==> config.mk <==
export PLATFORM = sky130hd
export DESIGN_NAME = rxs_datapath
export DESIGN_NICKNAME = d
export VERILOG_FILES = /design/src/rtl/record_exchange_sorter_unit_assert.svh /design/src/rtl/rxs_pkg.sv /design/src/rtl/rxs_datapath.sv
export SDC_FILE = /design/constraint.sdc
export NUM_CORES = 1
export LEC_CHECK = 0
export BUFFER_PORTS_ARGS = -buffer_cell sky130_fd_sc_hd__buf_2
export CAP_MARGIN = 15
export CORE_MARGIN = 1.5
export CORE_UTILIZATION = 47
export DETAILED_ROUTE_END_ITERATION = 10
export GPL_TIMING_DRIVEN = 1
export PLACE_DENSITY = 0.68
export SYNTH_ARGS = -nofsm -noshare
export SYNTH_HDL_FRONTEND = slang
export SYNTH_SLANG_ARGS = --single-unit
==> constraint.sdc <==
create_clock -name clk -period 9.4 [get_ports clk]
set_input_delay 1.88 -clock clk [delete_from_list [all_inputs] [get_ports clk]]
set_output_delay 1.88 -clock clk [all_outputs]
set_load 0.05 [all_outputs]
==> src/rtl/record_exchange_sorter_unit_assert.svh <==
// Assertion macros for the record exchange sorter.
// Included by the top level; no other dependencies.
`ifndef RECORD_EXCHANGE_SORTER_UNIT_ASSERT_SVH
`define RECORD_EXCHANGE_SORTER_UNIT_ASSERT_SVH
`ifndef SYNTHESIS
// Condition holds in the same cycle.
`define RXS_ASSERT_IMP(label, ck, rs, ante, cons) \
  label: assert property (@(posedge ck) disable iff (rs) (ante) |-> (cons)) \
    else $error("rxs assertion failed");
// Condition holds in the following cycle.
`define RXS_ASSERT_NXT(label, ck, rs, ante, cons) \
  label: assert property (@(posedge ck) disable iff (rs) (ante) |=> (cons)) \
    else $error("rxs assertion failed");
`else
`define RXS_ASSERT_IMP(label, ck, rs, ante, cons)
`define RXS_ASSERT_NXT(label, ck, rs, ante, cons)
`endif
`endif

==> src/rtl/rxs_pkg.sv <==
// Shared constants and types for the record exchange sorter.
// No dependencies.
package rxs_pkg;

  localparam int DEPTH  = 16;
  localparam int ADDR_W = $clog2(DEPTH);
  localparam int CNT_W  = $clog2(DEPTH + 1);
  localparam int KEY_W  = 16;
  localparam int PAY_W  = 32;

  typedef struct packed {
    logic [KEY_W-1:0] key;
    logic [PAY_W-1:0] payload;
  } record_t;

  // Commands from the controller to the datapath.
  typedef struct packed {
    logic load;
    logic sort_init;
    logic fetch_i;
    logic hold_i;
    logic scan;
    logic put_i;
    logic emit_init;
    logic emit_rd;
    logic emit_next;
    logic clear_set;
  } rxs_cmd_t;

  // Status from the datapath to the controller.
  typedef struct packed {
    logic i_last;
    logic scan_more;
    logic k_last;
    logic empty;
  } rxs_status_t;

endpackage

==> src/rtl/rxs_datapath.sv <==
// Datapath of the record exchange sorter: record store, counters, compare-swap.
// Depends on rxs_pkg.
module rxs_datapath import rxs_pkg::*; (
  input  logic             clk,
  input  logic             rst,
  input  rxs_cmd_t         cmd,
  input  logic [KEY_W-1:0] in_key,
  input  logic [PAY_W-1:0] in_payload,
  output logic [KEY_W-1:0] out_key,
  output logic [PAY_W-1:0] out_payload,
  output logic             out_last,
  output logic             overflowed,
  output rxs_status_t      status
);

  record_t            mem [DEPTH];
  record_t            rd_data;
  logic [ADDR_W-1:0]  rd_tag;
  record_t            hold;
  logic [CNT_W-1:0]   fill;
  logic               overflow;
  logic [CNT_W-1:0]   i;
  logic [CNT_W-1:0]   j;
  logic [CNT_W-1:0]   k;

  logic               room;
  logic               swap;
  logic               wr_en;
  logic [ADDR_W-1:0]  wr_addr;
  record_t            wr_data;
  logic               rd_en;
  logic [ADDR_W-1:0]  rd_addr;

  assign room = (fill < CNT_W'(DEPTH));
  assign swap = (hold.key > rd_data.key);

  assign status.i_last    = (CNT_W'(i + CNT_W'(1)) >= fill);
  assign status.scan_more = (j < fill);
  assign status.k_last    = (CNT_W'(k + CNT_W'(1)) == fill);
  assign status.empty     = (fill == '0);

  // Single write port: new record, swapped-out entry, or settled minimum.
  always_comb begin
    wr_en   = 1'b0;
    wr_addr = i[ADDR_W-1:0];
    wr_data = hold;
    if (cmd.load && room) begin
      wr_en   = 1'b1;
      wr_addr = fill[ADDR_W-1:0];
      wr_data = '{key: in_key, payload: in_payload};
    end else if (cmd.scan && swap) begin
      wr_en   = 1'b1;
      wr_addr = rd_tag;
    end else if (cmd.put_i) begin
      wr_en   = 1'b1;
    end
  end

  always_comb begin
    rd_en   = 1'b0;
    rd_addr = j[ADDR_W-1:0];
    if (cmd.fetch_i) begin
      rd_en   = 1'b1;
      rd_addr = i[ADDR_W-1:0];
    end else if (cmd.hold_i || (cmd.scan && status.scan_more)) begin
      rd_en   = 1'b1;
    end else if (cmd.emit_rd) begin
      rd_en   = 1'b1;
      rd_addr = k[ADDR_W-1:0];
    end
  end

  always_ff @(posedge clk) begin
    if (wr_en) mem[wr_addr] <= wr_data;
    if (rd_en) begin
      rd_data <= mem[rd_addr];
      rd_tag  <= rd_addr;
    end
  end

  // Candidate for position i; take the smaller key on a swap.
  always_ff @(posedge clk) begin
    if (cmd.hold_i || (cmd.scan && swap)) hold <= rd_data;
  end

  always_ff @(posedge clk) begin
    if (rst) begin
      fill     <= '0;
      overflow <= 1'b0;
      i        <= '0;
      j        <= '0;
      k        <= '0;
    end else begin
      if (cmd.clear_set) begin
        fill     <= '0;
        overflow <= 1'b0;
      end else if (cmd.load) begin
        if (room) fill <= CNT_W'(fill + CNT_W'(1));
        else      overflow <= 1'b1;
      end
      if (cmd.sort_init)  i <= '0;
      else if (cmd.put_i) i <= CNT_W'(i + CNT_W'(1));
      if (cmd.fetch_i) begin
        j <= CNT_W'(i + CNT_W'(1));
      end else if (cmd.hold_i || (cmd.scan && status.scan_more)) begin
        j <= CNT_W'(j + CNT_W'(1));
      end
      if (cmd.emit_init)      k <= '0;
      else if (cmd.emit_next) k <= CNT_W'(k + CNT_W'(1));
    end
  end

  assign out_key     = rd_data.key;
  assign out_payload = rd_data.payload;
  assign out_last    = status.k_last;
  assign overflowed  = overflow;

endmodule

==> run_results.csv <==
group,metric,value,unit
sta,setup_viol,0,
sta,fmax,196,MHz
synth,synth-seq-area-share,0.751,
setup_path,startpoint,"cmd[6]",
floorplanning,die_w,277,um
clock_network,htreeDepth,3,
power_and_ir_drop,intPower,7.03,mW
synth,synth_edf_count,868,
global_route,grt_util_met1,0.305,
synth,synth_cell_types,48,
synth,yosys.area.top_type,"edfxtp_1",
clock_network,cts_hold_buf,0,
setup_path,worst_ep_arrival_time,5.48,ns
sta,rsz0062_at_grt,"no",
run,cap_violations,0,
cells_and_area,layout-drive-gt1-share,0.119,
global_route,grt_use_total,0.219,
clock_network,clock_path_buffers,3,
synth,synth_cells,2580,
synth,synth_commonest_cells,"868 x edfxtp_1, 779 x nand2_1, 203 x a21oi_1",
synth,postSynthNetCount,2670,
power_and_ir_drop,netSwitchingPower,2.48,mW
clock_network,insertion_delay,0.63,ns
global_route,antenna_found_initial,1,
setup_path,path_class,"input pin to register",
clock_network,cts_setup_buffers,0,
sta,setup_tns,0,ns
cells_and_area,final_area,39800,um2
sta,fin_ws,4.30,ns
clock_network,cts_resized,0,
sta,tightest_slew,1.25,ns
sta,hold_viol,0,
power_and_ir_drop,clkPwrFrac,0.365,
setup_path,worstReg2RegStart,"out_key[15]$_DFFE_PP_",
global_route,grt_pass1_wl,127000,um
power_and_ir_drop,peakVddDrop,0.161,mV
min_path,hold_end,"hold[12]$_DFFE_PP_",
power_and_ir_drop,p_leak,14.1,nW
clock_network,cts.clk_slew.worst_paths,0.06,ns
drt,vias_per_cell,5.83,
setup_path,cp-end-kind,"register",
global_route,grt_max_degree,235,
cells_and_area,fin_cells,3711,
cells_and_area,area_delta_synth_final,12.7,%
place,preCtsSetupSlack,3.90,ns
floorplanning,core,74300,um2
setup_path,reg2reg_depth,11,
cells_and_area,fin_nets,2758,
power_and_ir_drop,pwr-share-seq,0.508,
clock_network,cts.sinks,889,
drt,first_pass_iters,6,
setup_path,timing.rr.end,"mem[1][29]$_DFFE_PP_",
setup_path,critPathMaxFanout,234,
clock_network,cts_tree,"built",
floorplanning,rows,100,
power_and_ir_drop,comb_power_share,0.127,
synth,synthArstFlopShare,0,
synth,ys_ff_latch,889,
drt,wire_per_inst,22.7,um
place,place_congestion,0.805,
global_route,top_usage_layer,"met2",
min_path,hold_path_depth,0,
drt,vias,21700,
drt,drt_iter0_drc,2593,
floorplanning,ios,114,
setup_path,required,9.78,ns
sta,min_period,5.10,ns
min_path,hold_class,"register to register",
min_path,min_from,"out_payload[12]$_DFFE_PP_",
power_and_ir_drop,switching_share,0.261,
global_route,grt_pass1_vias,21300,
synth,synth.top_cells.by_area,"edfxtp_1 74%, nand2_1 8.3%, a32oi_1 3.5%",
synth,synth.avg_cell_area,13.7,um2
global_route,grtUsageMet2,0.353,
power_and_ir_drop,power_density,239,nW/um2
clock_network,numCtsBuffers,92,
setup_path,start_kind,"input pin",
cells_and_area,diodes,0,
sta,slew_headroom,0.166,
floorplanning,start_util,0.475,
global_route,use_met3,0.0373,
drt,routed_wl,84400,um
sta,finalClockSkew,0.0173,ns
clock_network,cts-root-buf,"clkbuf_16",
sta,slew_violations,0,
global_route,grt_overflow,0,
setup_path,r2r_slack,4.54,ns
synth,synth_most_common_cell,"edfxtp_1",
place,placed_cells,3543,
drt,ant_nets,0,
synth,synth_top_area_share,0.739,
status,status,"complete, no violations",
place,dp_hpwl,42100,um
floorplanning,dieArea,76700,um2
synth,synthesis.area,35300,um2
drt,drcViolationCount,0,
synth,yosys_warnings,0,
floorplanning,dieHeight,277,um
place,portBuffers,113,
sta,fin_crit_sh,0.543,
synth,ys.flop_type,"edfxtp_1",
place,placed_area,36900,um2
[layout by cell type, fill, tap and decap left out, types with 3 or more instances in the layout]
master / count
edfxtp_1: 868
nand2_1: 778
a21oi_1: 203
a32oi_1: 143
buf_2: 113
nand3_1: 101
clkbuf_16: 96
mux2i_1: 58
a22oi_1: 50
buf_4: 40
ha_1: 30
inv_1: 24
clkinv_1: 23
clkinv_2: 22
dfxtp_1: 21
nor2_1: 16
nor4_2: 16
xor2_1: 12
xnor2_1: 11
a21o_1: 11
nand4_1: 10
nor3_1: 10
clkbuf_1: 10
clkinvlp_4: 7
nand2b_1: 5
o21ai_1: 5
o21a_1: 5
a211oi_1: 5
bufinv_16: 5
buf_12: 4
o21ai_0: 3
clkinv_8: 3
[logic make-up (layout without fill, tap and decap cells)]
kind of cell,count (synthesis),after routing,synth area share
xor+xnor,23,23,0.00571
mux,60,60,0.0175
flops,889,889,0.751
fa+ha+maj,30,30,0.0106
simple gates,951,951,0.108
compound gates,437,437,0.0839
buf+inv,190,352,0.0233
[worst max-delay path by stage]
stage,endpoint
after floorplan,mem[0][0]$_DFFE_PP_
after global placement,out_payload[26]$_DFFE_PP_
after detailed placement,out_payload[25]$_DFFE_PP_
after CTS,out_payload[25]$_DFFE_PP_
after global routing,out_payload[25]$_DFFE_PP_
final,out_payload[25]$_DFFE_PP_
[registers in the layout (all words and copies together) (netlist names)]
register     count
fill             5
mem            768
out_payload     32
i                5
j                5
rd_tag           4
overflowed       1
hold            48
k                5
out_key         16
[routing by layer]
layer / wire length [um] / vias to the layer above
li1: - / 9771
met1: 35600 / 10800
met2: 39800 / 936
met3: 6980 / 141
met4: 2020 / 0
met5: 0 / -
[power groups by stage]
stage / sequential (mW) / clock [mW] / combinational [mW]
global route: 4.85 / 3.69 / 1.32
CTS: 4.83 / 3.54 / 1.20
detailed placement: 4.91 / 0 / 1.20
global placement: 4.90 / 0 / 1.16
floorplan: 5.06 / 0 / 0.677
finish: 4.83 / 3.47 / 1.21
[per-stage QoR]
stage / util / hold slack, ns / power (mW)
final: 0.535 / 0.448 / 9.51
after CTS: 0.535 / 0.452 / 9.57
after global placement: 0.496 / 0.437 / 6.06
after global routing: 0.535 / 0.462 / 9.86
after detailed placement: 0.496 / 0.439 / 6.11
after floorplan: - / 0.503 / 5.74
[critical path: stages]
cell	delay, ns
buf_2	0.11
nand2b_1	0.15
a31oi_1	0.34
a21oi_2	0.11
o211ai_1	0.29
buf_12	0.49
inv_8	0.36
buf_12	0.40
a21oi_1	0.36
a32oi_1	0.12
a32oi_1	0.30
nand2_1	0.08
[cell type report]
| cell class | instances | area (um2) |
|---|---|---|
| tap | 969 | 1210 |
| sequential | 889 | 26500 |
| clock buffer | 106 | 2440 |
| multi-input combinational | 1501 | 8120 |
| clock inverter | 62 | 465 |
| inverter | 27 | 109 |
| fill | 6017 | 34500 |
| timing repair buffer | 157 | 946 |
(Power assumes the default switching activity.)
