===== src/rtl/record_exchange_sorter_unit_assert.svh =====
// Assertion macros for the record exchange sorter.
// Included by the top level; no other dependencies.
`ifndef RECORD_EXCHANGE_SORTER_UNIT_ASSERT_SVH
`define RECORD_EXCHANGE_SORTER_UNIT_ASSERT_SVH
`ifndef SYNTHESIS
// Condition holds in the same cycle.
`define RXS_ASSERT_IMP(label, ck, rs, ante, cons) \
  label: assert property (@(posedge ck) disable iff (rs) (ante) |-> (cons)) \
    else $error("rxs assertion failed");
// Condition holds in the following cycle.
`define RXS_ASSERT_NXT(label, ck, rs, ante, cons) \
  label: assert property (@(posedge ck) disable iff (rs) (ante) |=> (cons)) \
    else $error("rxs assertion failed");
`else
`define RXS_ASSERT_IMP(label, ck, rs, ante, cons)
`define RXS_ASSERT_NXT(label, ck, rs, ante, cons)
`endif
`endif


===== src/rtl/rxs_pkg.sv =====
// Shared constants and types for the record exchange sorter.
// No dependencies.
package rxs_pkg;

  localparam int DEPTH  = 16;
  localparam int ADDR_W = $clog2(DEPTH);
  localparam int CNT_W  = $clog2(DEPTH + 1);
  localparam int KEY_W  = 16;
  localparam int PAY_W  = 32;

  typedef struct packed {
    logic [KEY_W-1:0] key;
    logic [PAY_W-1:0] payload;
  } record_t;

  // Commands from the controller to the datapath.
  typedef struct packed {
    logic load;
    logic sort_init;
    logic fetch_i;
    logic hold_i;
    logic scan;
    logic put_i;
    logic emit_init;
    logic emit_rd;
    logic emit_next;
    logic clear_set;
  } rxs_cmd_t;

  // Status from the datapath to the controller.
  typedef struct packed {
    logic i_last;
    logic scan_more;
    logic k_last;
    logic empty;
  } rxs_status_t;

endpackage


===== src/rtl/rxs_ctrl.sv =====
// Controller state machine of the record exchange sorter.
// Depends on rxs_pkg.
module rxs_ctrl import rxs_pkg::*; (
  input  logic        clk,
  input  logic        rst,
  input  logic        in_valid,
  input  logic        in_is_last,
  output logic        in_ready,
  output logic        out_valid,
  input  logic        out_ready,
  output rxs_cmd_t    cmd,
  input  rxs_status_t status
);

  localparam logic [2:0] S_LOAD     = 3'd0;
  localparam logic [2:0] S_FETCH    = 3'd1;
  localparam logic [2:0] S_HOLD     = 3'd2;
  localparam logic [2:0] S_SCAN     = 3'd3;
  localparam logic [2:0] S_PUT      = 3'd4;
  localparam logic [2:0] S_EMIT_RD  = 3'd5;
  localparam logic [2:0] S_EMIT_OUT = 3'd6;

  logic [2:0] state;
  logic [2:0] state_next;

  always_comb begin
    cmd        = '0;
    state_next = state;
    in_ready   = (state == S_LOAD);
    out_valid  = (state == S_EMIT_OUT);
    unique case (state)
      S_LOAD: begin
        if (in_valid) begin
          cmd.load = 1'b1;
          if (in_is_last) begin
            cmd.sort_init = 1'b1;
            state_next    = S_FETCH;
          end
        end
      end
      S_FETCH: begin
        // Last outer position needs no pass: start emitting.
        if (status.i_last) begin
          cmd.emit_init = 1'b1;
          state_next    = S_EMIT_RD;
        end else begin
          cmd.fetch_i = 1'b1;
          state_next  = S_HOLD;
        end
      end
      S_HOLD: begin
        cmd.hold_i = 1'b1;
        state_next = S_SCAN;
      end
      S_SCAN: begin
        cmd.scan = 1'b1;
        if (!status.scan_more) state_next = S_PUT;
      end
      S_PUT: begin
        cmd.put_i  = 1'b1;
        state_next = S_FETCH;
      end
      S_EMIT_RD: begin
        cmd.emit_rd = 1'b1;
        state_next  = S_EMIT_OUT;
      end
      S_EMIT_OUT: begin
        if (out_ready) begin
          if (status.k_last) begin
            cmd.clear_set = 1'b1;
            state_next    = S_LOAD;
          end else begin
            cmd.emit_next = 1'b1;
            state_next    = S_EMIT_RD;
          end
        end
      end
      default: state_next = S_LOAD;
    endcase
  end

  always_ff @(posedge clk) begin
    if (rst) begin
      state <= S_LOAD;
    end else begin
      state <= state_next;
    end
  end

endmodule


===== config.mk =====
export PLATFORM = sky130hd
export DESIGN_NAME = rxs_ctrl
export DESIGN_NICKNAME = d
export VERILOG_FILES = /design/src/rtl/record_exchange_sorter_unit_assert.svh /design/src/rtl/rxs_pkg.sv /design/src/rtl/rxs_ctrl.sv
export SDC_FILE = /design/constraint.sdc
export NUM_CORES = 1
export LEC_CHECK = 0
export BUFFER_PORTS_ARGS = -buffer_cell sky130_fd_sc_hd__buf_2
export CORE_AREA = 2 2 39 41
export CTS_BUF_LIST = sky130_fd_sc_hd__clkbuf_4
export DETAILED_ROUTE_END_ITERATION = 16
export DIE_AREA = 0 0 41 43
export GPL_ROUTABILITY_DRIVEN = 0
export PLACE_DENSITY_LB_ADDON = 0.08
export SYNTH_ARGS = -nofsm -noshare
export SYNTH_HDL_FRONTEND = slang
export SYNTH_SLANG_ARGS = --single-unit

===== constraint.sdc =====
create_clock -name clk -period 2.83 [get_ports clk]
set_input_delay 0.283 -clock clk [delete_from_list [all_inputs] [get_ports clk]]
set_output_delay 0.283 -clock clk [all_outputs]
set_load 0.01 [all_outputs]

==> impl_metrics.env, run 1 <==
export IMPL_status="completed"
export IMPL_via_per_inst=4.51
export IMPL_synth_cell_type_count=26
export IMPL_clock_latency_ns=0.23
export IMPL_fmax_ghz=0.598
export IMPL_vdd_drop_max_mv=0.239
export IMPL_track_usage=0.100
export IMPL_min_path_type="in -> reg"
export IMPL_hold_violations=0
export IMPL_synth_top_area_cell="dfxtp_1"
export IMPL_placed_area_sq_um=392
export IMPL_setup_violations=0
export IMPL_worstSetupPathType="reg -> out"
export IMPL_numCtsBuffers=3
export IMPL_regToRegStartpoint="state[1]$_SDFFE_PP0P_"
export IMPL_gr_usage_met2=0.131
export IMPL_final_layout_size_suffix_gt1_frac=0.483
export IMPL_critPathArrivalTime_ns=1.39
export IMPL_tns_ns=0
export IMPL_regToRegEndpoint="state[2]$_SDFFE_PP0P_"
export IMPL_pwr_density_cell_mw_per_mm2=624
export IMPL_final_cell_mix="19 x buf_2, 4 x and3_1, 4 x clkbuf_4, 3 x dfxtp_1"
export IMPL_synth_top_cell_area_share=0.196
export IMPL_dpl_hpwl_microns=575
export IMPL_crit_family="flip-flops"
export IMPL_vias=334
export IMPL_leakage_nw=0.228
export IMPL_hold_ws_ns=0.367
export IMPL_critPathCaptureType="output port"
export IMPL_grt_first_pass_wirelength_mm=1.15
export IMPL_root_buffer="clkbuf_4"
export IMPL_overflow=0
export IMPL_synth_area_sq_um=307
export IMPL_slowest_stage="dfxtp_1"
export IMPL_htree_levels=1
export IMPL_critPathCapture="cmd[0]"
export IMPL_post_cts_setup_buffers=0
export IMPL_path_max_fanout=12
export IMPL_fin_skew_ns=0.00127
export IMPL_met3_usage=0.0157
export IMPL_relSlewSlack=0.730
export IMPL_r2r_slack_ns=1.59
export IMPL_start_util=0.222
export IMPL_grt_pass1_vias=297
export IMPL_rsz0062_at_grt="no"
export IMPL_crit_buf_inv=1
export IMPL_wirelength_microns=773
export IMPL_final_common_cell="buf_2"
export IMPL_cts_tree="yes"
export IMPL_num_io_pins=21
export IMPL_period_share=0.590
export IMPL_post_cts_resize_count=0
export IMPL_crit_chain="nand2_1, nor2_1, and3_1, buf_2"
export IMPL_yosysSeqAreaShare=0.196
export IMPL_grt_use_met1=0.129
export IMPL_area_delta_synth_final_pct=37.6
export IMPL_cts_clk_slew_worst_paths_ns=0.04
export IMPL_first_pass_iters=4
export IMPL_finalMaxSlewViolations=0
export IMPL_grt_busiest_layer="met2"
export IMPL_grt_max_degree=15
export IMPL_synth_area_top_cells="dfxtp_1 20%, and3_1 8.2%, buf_6 7.3%"
export IMPL_die_w_microns=41
export IMPL_wl_per_cell_microns=10.4
export IMPL_drc=0
export IMPL_ys_warn_count=0
export IMPL_core_area_sq_mm=0.00138
export IMPL_cts_buffer_depth=2
export IMPL_crit_start="state[1]$_SDFFE_PP0P_"
export IMPL_synth_seq_cells=3
export IMPL_dieArea_sq_mm=0.00176
export IMPL_postRouteAntennaNets=0
export IMPL_fp_row_count=14
export IMPL_min_period_ns=1.67
export IMPL_slowest_delay_ns=0.53
export IMPL_required_ns=2.55
export IMPL_die_h_microns=43
export IMPL_n_antenna_cell=0
export IMPL_cts_sinks=3
export IMPL_reg_top3="state (3)"
export IMPL_final_nets=68
export IMPL_ff2ff_path_depth=3
export IMPL_antenna_found_initial=0
export IMPL_drv_cap=0
export IMPL_syn_area_per_cell_sq_um=8.07
export IMPL_drt_initial_drc_count=3
export IMPL_start_kind="flop"
export IMPL_worst_pin_slew_ns=0.404
export IMPL_cts_hold_fix_buffers=0
export IMPL_postSynthCellCount=38
export IMPL_cp_depth=4
export IMPL_final_area_sq_um=422
export IMPL_synthesis_nets=47
export IMPL_largest_register="state"
export IMPL_largest_reg_flops=3
export IMPL_numPortBuffers=19
export IMPL_total_power_mw=0.263
routing by layer:
metal | part of all wire | routed length, microns | up-vias
met5 | 0 | 0 | -
met4 | 0 | 0 | 0
met3 | 0.041 | 32 | 0
met2 | 0.50 | 388 | 8
met1 | 0.46 | 352 | 147
li1 | - | - | 179
synthesized netlist by cell type (all sizes together):
cell and n:
o311ai 1, and3b 2, nand2 2, nand2b 1, a211o 1, and2 2, a21boi 2, nor3b 2
buf 3, o221ai 1, a2bb2oi 1, nand3b 1, and2b 1, nor2 2, dfxtp 3, a32o 1
a21oi 1, and3 5, nor3 1, inv 2, o21ai 3
cell families after synthesis:
family                 Yosys count  share of synthesized area
DFF                              3                      0.196
AOI/OAI and AO/OA               11                      0.261
and+or+nand+nor                 19                      0.420
buffers and inverters            5                      0.122
area by class of cell:
| class | count | area, sq um |
|---|---|---|
| fill | 166 | 962 |
| multi-input combinational | 30 | 209 |
| timing repair buffer | 19 | 95.1 |
| sequential | 3 | 60.1 |
| clock buffer | 4 | 30.0 |
| tap | 16 | 20.0 |
| inverter | 2 | 7.51 |
worst min-delay path: stages:
cell and delay [ns]:
buf_2 0.09, a21oi_1 0.05, a21boi_0 0.12
stage by stage:
step / instances / worst slack, ns / utilization
3_5_place_dp: 70 / 1.42 / 0.283
5_1_grt: 74 / 1.06 / 0.305
4_1_cts: 74 / 1.14 / 0.305
3_3_place_gp: 70 / 1.39 / 0.283
6_report: 74 / 1.16 / 0.305
2_1_floorplan: 38 / 1.61 / -
where the power goes:
| part | internal (mW) | switching [mW] |
|---|---|---|
| logic | 0.0528 | 0.0465 |
| clock network | 0.0624 | 0.0224 |
| registers | 0.0516 | 0.0273 |
| total | 0.167 | 0.0962 |
how the worst min path moves through the flow:
stage / start / cells after the start / to
after global placement: rst / 3 / state[2]$_SDFFE_PP0P_
final: rst / 3 / state[2]$_SDFFE_PP0P_
after global routing: rst / 3 / state[2]$_SDFFE_PP0P_
after floorplan: rst / 2 / state[2]$_SDFFE_PP0P_
after CTS: rst / 3 / state[2]$_SDFFE_PP0P_
after detailed placement: rst / 3 / state[2]$_SDFFE_PP0P_
Note: power is estimated with default switching activity, not from simulation.
==> run 2, diff against run 1 <==
- clock period: 2.83 -> 1.35 ns (I/O delays scaled with it)
==> run 2 against run 1 <==
Net effect:
- sequential power increased by 110%
- sequential share of layout area up 0.90 points
- non-clock buffer count rose by 1
- flip-flop and latch count unchanged
- count of clock-buffer cells in the layout unchanged
- hold slack got worse by 0.16 ns
- global-route usage is 1.1 points higher
- final cell count grew 1.4%
- register-to-register slack got worse by 1.4 ns
- critical endpoint is now cmd[8]
- design area rose by 3.9%
==> impl_metrics.env, run 2 (synthesis results as in run 1) <==
export IMPL_cts_buffer_depth=2
export IMPL_place_inst=71
export IMPL_relSlewSlack=0.710
export IMPL_cts_tree="yes"
export IMPL_antenna_found_initial=0
export IMPL_regArea_sq_um=66.3
export IMPL_cts_sinks=3
export IMPL_rsz0062_at_grt="yes"
export IMPL_fmax_ghz=0.769
export IMPL_crit_chain="nor3_2, and3_2, buf_2"
export IMPL_final_common_cell="buf_2"
export IMPL_vias=340
export IMPL_r2r_slack_ns=0.23
export IMPL_dpl_hpwl_microns=611
export IMPL_dieArea_sq_mm=0.00176
export IMPL_setup_ws_ns=0.0504
export IMPL_period_share=0.963
export IMPL_hold_ws_ns=0.211
export IMPL_largest_register="state"
export IMPL_slowest_stage="dfxtp_4"
export IMPL_track_usage=0.111
export IMPL_clock_latency_ns=0.23
export IMPL_fp_row_count=14
export IMPL_fin_skew_ns=0.0000229
export IMPL_grt_max_degree=15
export IMPL_drt_initial_drc_count=0
export IMPL_wl_per_cell_microns=10.9
export IMPL_worstSetupPathType="reg -> out"
export IMPL_n_antenna_cell=0
export IMPL_grt_first_pass_wirelength_mm=1.29
export IMPL_numPortBuffers=19
export IMPL_area_delta_synth_final_pct=42.9
export IMPL_start_kind="flop"
export IMPL_root_buffer="clkbuf_4"
export IMPL_tns_ns=0
export IMPL_n_fill_cell=161
export IMPL_pre_cts_ws_ns=0.103
export IMPL_total_power_mw=0.572
export IMPL_finalMaxSlewViolations=0
export IMPL_final_nets=69
export IMPL_critPathArrivalTime_ns=1.16
export IMPL_largest_reg_flops=3
export IMPL_postRouteAntennaNets=0
export IMPL_wirelength_microns=820
export IMPL_numCtsBuffers=3
export IMPL_drv_cap=0
export IMPL_overflow=0
export IMPL_placed_area_sq_um=399
export IMPL_setup_violations=0
export IMPL_crit_family="simple AND/OR/NAND/NOR gates"
export IMPL_grt_pass1_vias=287
export IMPL_drc=0
export IMPL_pwr_density_cell_mw_per_mm2=1310
export IMPL_start_util=0.222
export IMPL_status="completed"
export IMPL_required_ns=1.22
export IMPL_multi_input_area_sq_um=211
export IMPL_final_layout_size_suffix_gt1_frac=0.559
export IMPL_slowest_delay_ns=0.37
export IMPL_min_period_ns=1.30
export IMPL_post_cts_setup_buffers=0
export IMPL_leakage_nw=0.234
export IMPL_vdd_drop_max_mv=0.611
export IMPL_critPathCaptureType="output port"
export IMPL_num_io_pins=21
export IMPL_crit_buf_inv=1
export IMPL_cts_clk_slew_worst_paths_ns=0.04
export IMPL_min_path_type="in -> reg"
export IMPL_worst_pin_slew_ns=0.429
export IMPL_final_cell_mix="19 x buf_2, 4 x and3_1, 4 x clkbuf_4"
export IMPL_reg_top3="state (3)"
export IMPL_first_pass_iters=1
export IMPL_hold_violations=0
export IMPL_final_core_util=0.316
export IMPL_die_w_microns=41
export IMPL_via_per_inst=4.53
export IMPL_instances_no_fill=75
export IMPL_final_area_sq_um=438
export IMPL_path_max_fanout=12
export IMPL_cts_hold_fix_buffers=0
export IMPL_core_area_sq_mm=0.00138
export IMPL_die_h_microns=43
export IMPL_htree_levels=1
## run 2: layout make-up
cell class	count	share of cell area
multi-input combinational	30	0.483
clock buffer	4	0.0686
tap	16	0.0457
sequential	3	0.151
inverter	2	0.0171
timing repair buffer	20	0.234
## run 2: report_power, final
group | total [mW] | internal [mW] | switching, mW
combinational | 0.232 | 0.121 | 0.111
sequential | 0.165 | 0.112 | 0.0524
clock | 0.176 | 0.131 | 0.0453
## run 2: worst min-delay path, stage by stage
cell      delay (ns)
buf_2           0.09
a21oi_1         0.05
a21boi_0        0.12
## run 2: path summary, 6_finish.rpt
kind	start	endpoint	depth (start not counted)
worst max-delay path	state[2]$_SDFFE_PP0P_	cmd[8]	3
worst min-delay path	rst	state[2]$_SDFFE_PP0P_	3
worst max register to register	state[2]$_SDFFE_PP0P_	state[2]$_SDFFE_PP0P_	2
worst min register to register	state[1]$_SDFFE_PP0P_	state[0]$_SDFFE_PP0P_	2
## run 2: metal layers
layer  global-route usage  up-vias  part of all wire
met5                    0        -                 0
met4               0.0600        0                 0
met3               0.0471        0             0.038
met2                0.150        8              0.47
met1                0.144      150              0.49
li1                     -      182                 -
## run 2: what timing repair did
action,CTS,global route
setup endpoints to repair,4,3
cloned,0,0
gates resized for setup,4,1
pin swaps,0,0
==> run 3, diff against run 2 <==
- GPL_TIMING_DRIVEN: default -> 0
- HOLD_SLACK_MARGIN: default -> 0.08
- clock period: 1.35 -> 1.6 ns (I/O delays scaled with it)
==> run 3 against run 2 <==
Net effect:
- routed wire length shrank 2.3%
- global-route usage shrank 0.61 points
- flip-flop and latch count is the same
- setup slack gained 0.20 ns
- clock power shrank 15%
- die area is the same
- sequential share of layout area shrank 1.8 points
- hold slack gained 0.027 ns
- critical path depth grew 1
- largest cell class unchanged
==> impl_metrics.env, run 3 (synthesis results as in run 1) <==
export IMPL_status="completed"
export IMPL_track_usage=0.105
export IMPL_drv_cap=0
export IMPL_rsz0062_at_grt="no"
export IMPL_worst_pin_slew_ns=0.368
export IMPL_drc=0
export IMPL_drt_initial_drc_count=3
export IMPL_regArea_sq_um=60.1
export IMPL_largest_register="state"
export IMPL_min_to="state[2]$_SDFFE_PP0P_"
export IMPL_r2r_slack_ns=0.46
export IMPL_start_kind="flop"
export IMPL_setup_violations=0
export IMPL_start_util=0.222
export IMPL_period_share=0.846
export IMPL_htree_levels=1
export IMPL_dpl_hpwl_microns=634
export IMPL_place_inst=73
export IMPL_tns_ns=0
export IMPL_cp_depth=4
export IMPL_first_pass_iters=3
export IMPL_root_buffer="clkbuf_4"
export IMPL_slowest_stage="dfxtp_1"
export IMPL_multi_input_area_sq_um=209
export IMPL_overflow=0
export IMPL_regToRegStartpoint="state[2]$_SDFFE_PP0P_"
export IMPL_critPathArrivalTime_ns=1.19
export IMPL_reg_top3="state (3)"
export IMPL_antenna_found_initial=0
export IMPL_final_layout_size_suffix_gt1_frac=0.508
export IMPL_numPortBuffers=19
export IMPL_cts_buffer_depth=2
export IMPL_grt_first_pass_wirelength_mm=1.24
export IMPL_relSlewSlack=0.752
export IMPL_n_fill_cell=166
export IMPL_wirelength_microns=801
export IMPL_cts_sinks=3
export IMPL_post_cts_resize_count=0
export IMPL_fp_row_count=14
export IMPL_postRouteAntennaNets=0
export IMPL_leakage_nw=0.246
export IMPL_final_common_cell="buf_2"
export IMPL_ff2ff_path_depth=4
export IMPL_cts_tree="yes"
export IMPL_die_w_microns=41
export IMPL_grt_pass1_vias=306
export IMPL_wl_per_cell_microns=10.4
export IMPL_n_antenna_cell=0
export IMPL_min_period_ns=1.35
export IMPL_cts_clk_slew_worst_paths_ns=0.04
export IMPL_vdd_drop_max_mv=0.369
export IMPL_via_per_inst=4.62
export IMPL_slowest_delay_ns=0.34
export IMPL_crit_chain="buf_4, nor2_1, and3_1, buf_2"
export IMPL_setup_ws_ns=0.246
export IMPL_pre_cts_ws_ns=0.466
export IMPL_num_io_pins=21
export IMPL_min_path_type="in -> reg"
export IMPL_clock_latency_ns=0.23
export IMPL_core_area_sq_mm=0.00138
export IMPL_cts_hold_fix_buffers=0
export IMPL_final_cell_mix="19 x buf_2, 4 x and3_1, 4 x clkbuf_4, 3 x dfxtp_1"
export IMPL_min_from="rst"
export IMPL_area_delta_synth_final_pct=47.3
export IMPL_largest_reg_flops=3
export IMPL_numCtsBuffers=3
export IMPL_total_power_mw=0.500
export IMPL_hold_path_depth=3
export IMPL_fin_skew_ns=0.000630
export IMPL_instances_no_fill=77
export IMPL_dieArea_sq_mm=0.00176
export IMPL_die_h_microns=43
export IMPL_path_max_fanout=10
export IMPL_hold_violations=0
export IMPL_fmax_ghz=0.738
export IMPL_finalMaxSlewViolations=0
export IMPL_regToRegEndpoint="state[0]$_SDFFE_PP0P_"
export IMPL_required_ns=1.44
export IMPL_crit_buf_inv=2
export IMPL_grt_max_degree=11
export IMPL_pwr_density_cell_mw_per_mm2=1110
export IMPL_critPathCaptureType="output port"
export IMPL_final_nets=71
export IMPL_worstSetupPathType="reg -> out"
export IMPL_vias=356
export IMPL_post_cts_setup_buffers=0
export IMPL_crit_family="flip-flops"
## run 3: worst register-to-register path: cells and delay by family, from the launching register on
family | cells | cell delay (ns)
buffers and inverters | 1 | 0.15
AOI/OAI and AO/OA | 3 | 0.50
DFF | 1 | 0.38
## run 3: stage by stage
step | hold WS, ns | instance area (sq um) | util
2_1_floorplan | 0.355 | 307 | -
3_3_place_gp | 0.493 | 422 | 0.305
3_5_place_dp | 0.485 | 422 | 0.305
4_1_cts | 0.239 | 452 | 0.326
5_1_grt | 0.247 | 452 | 0.326
6_report | 0.238 | 452 | 0.326
## run 3: metal layers
layer  wire [microns]  vias up  track usage
li1                 -      184            -
met1              383      160        0.141
met2              368       10        0.144
met3               34        2       0.0157
met4               15        0       0.0800
met5                0        -            0
## run 3: cell type report
cell class	count	area share
buffer	3	0.0665
tap	16	0.0443
timing repair buffer	19	0.211
multi-input combinational	30	0.463
clock buffer	4	0.0665
sequential	3	0.133
inverter	2	0.0166
## run 3: worst max-delay path by stage
stage,start,to,slack [ns]
detailed placement,state[2]$_SDFFE_PP0P_,state[0]$_SDFFE_PP0P_,0.47
floorplan,state[1]$_SDFFE_PP0P_,state[0]$_SDFFE_PP0P_,0.48
global placement,state[2]$_SDFFE_PP0P_,state[2]$_SDFFE_PP0P_,0.41
CTS,state[0]$_SDFFE_PP0P_,cmd[0],0.24
global route,state[0]$_SDFFE_PP0P_,cmd[0],0.18
finish,state[0]$_SDFFE_PP0P_,cmd[0],0.25
## run 3: report_power, final
| group | total, mW | switching, mW | leakage (nW) | internal, mW |
|---|---|---|---|---|
| registers | 0.109 | 0.0180 | 0.0247 | 0.0914 |
| clock network | 0.149 | 0.0389 | 0.0184 | 0.110 |
| logic | 0.241 | 0.123 | 0.202 | 0.118 |
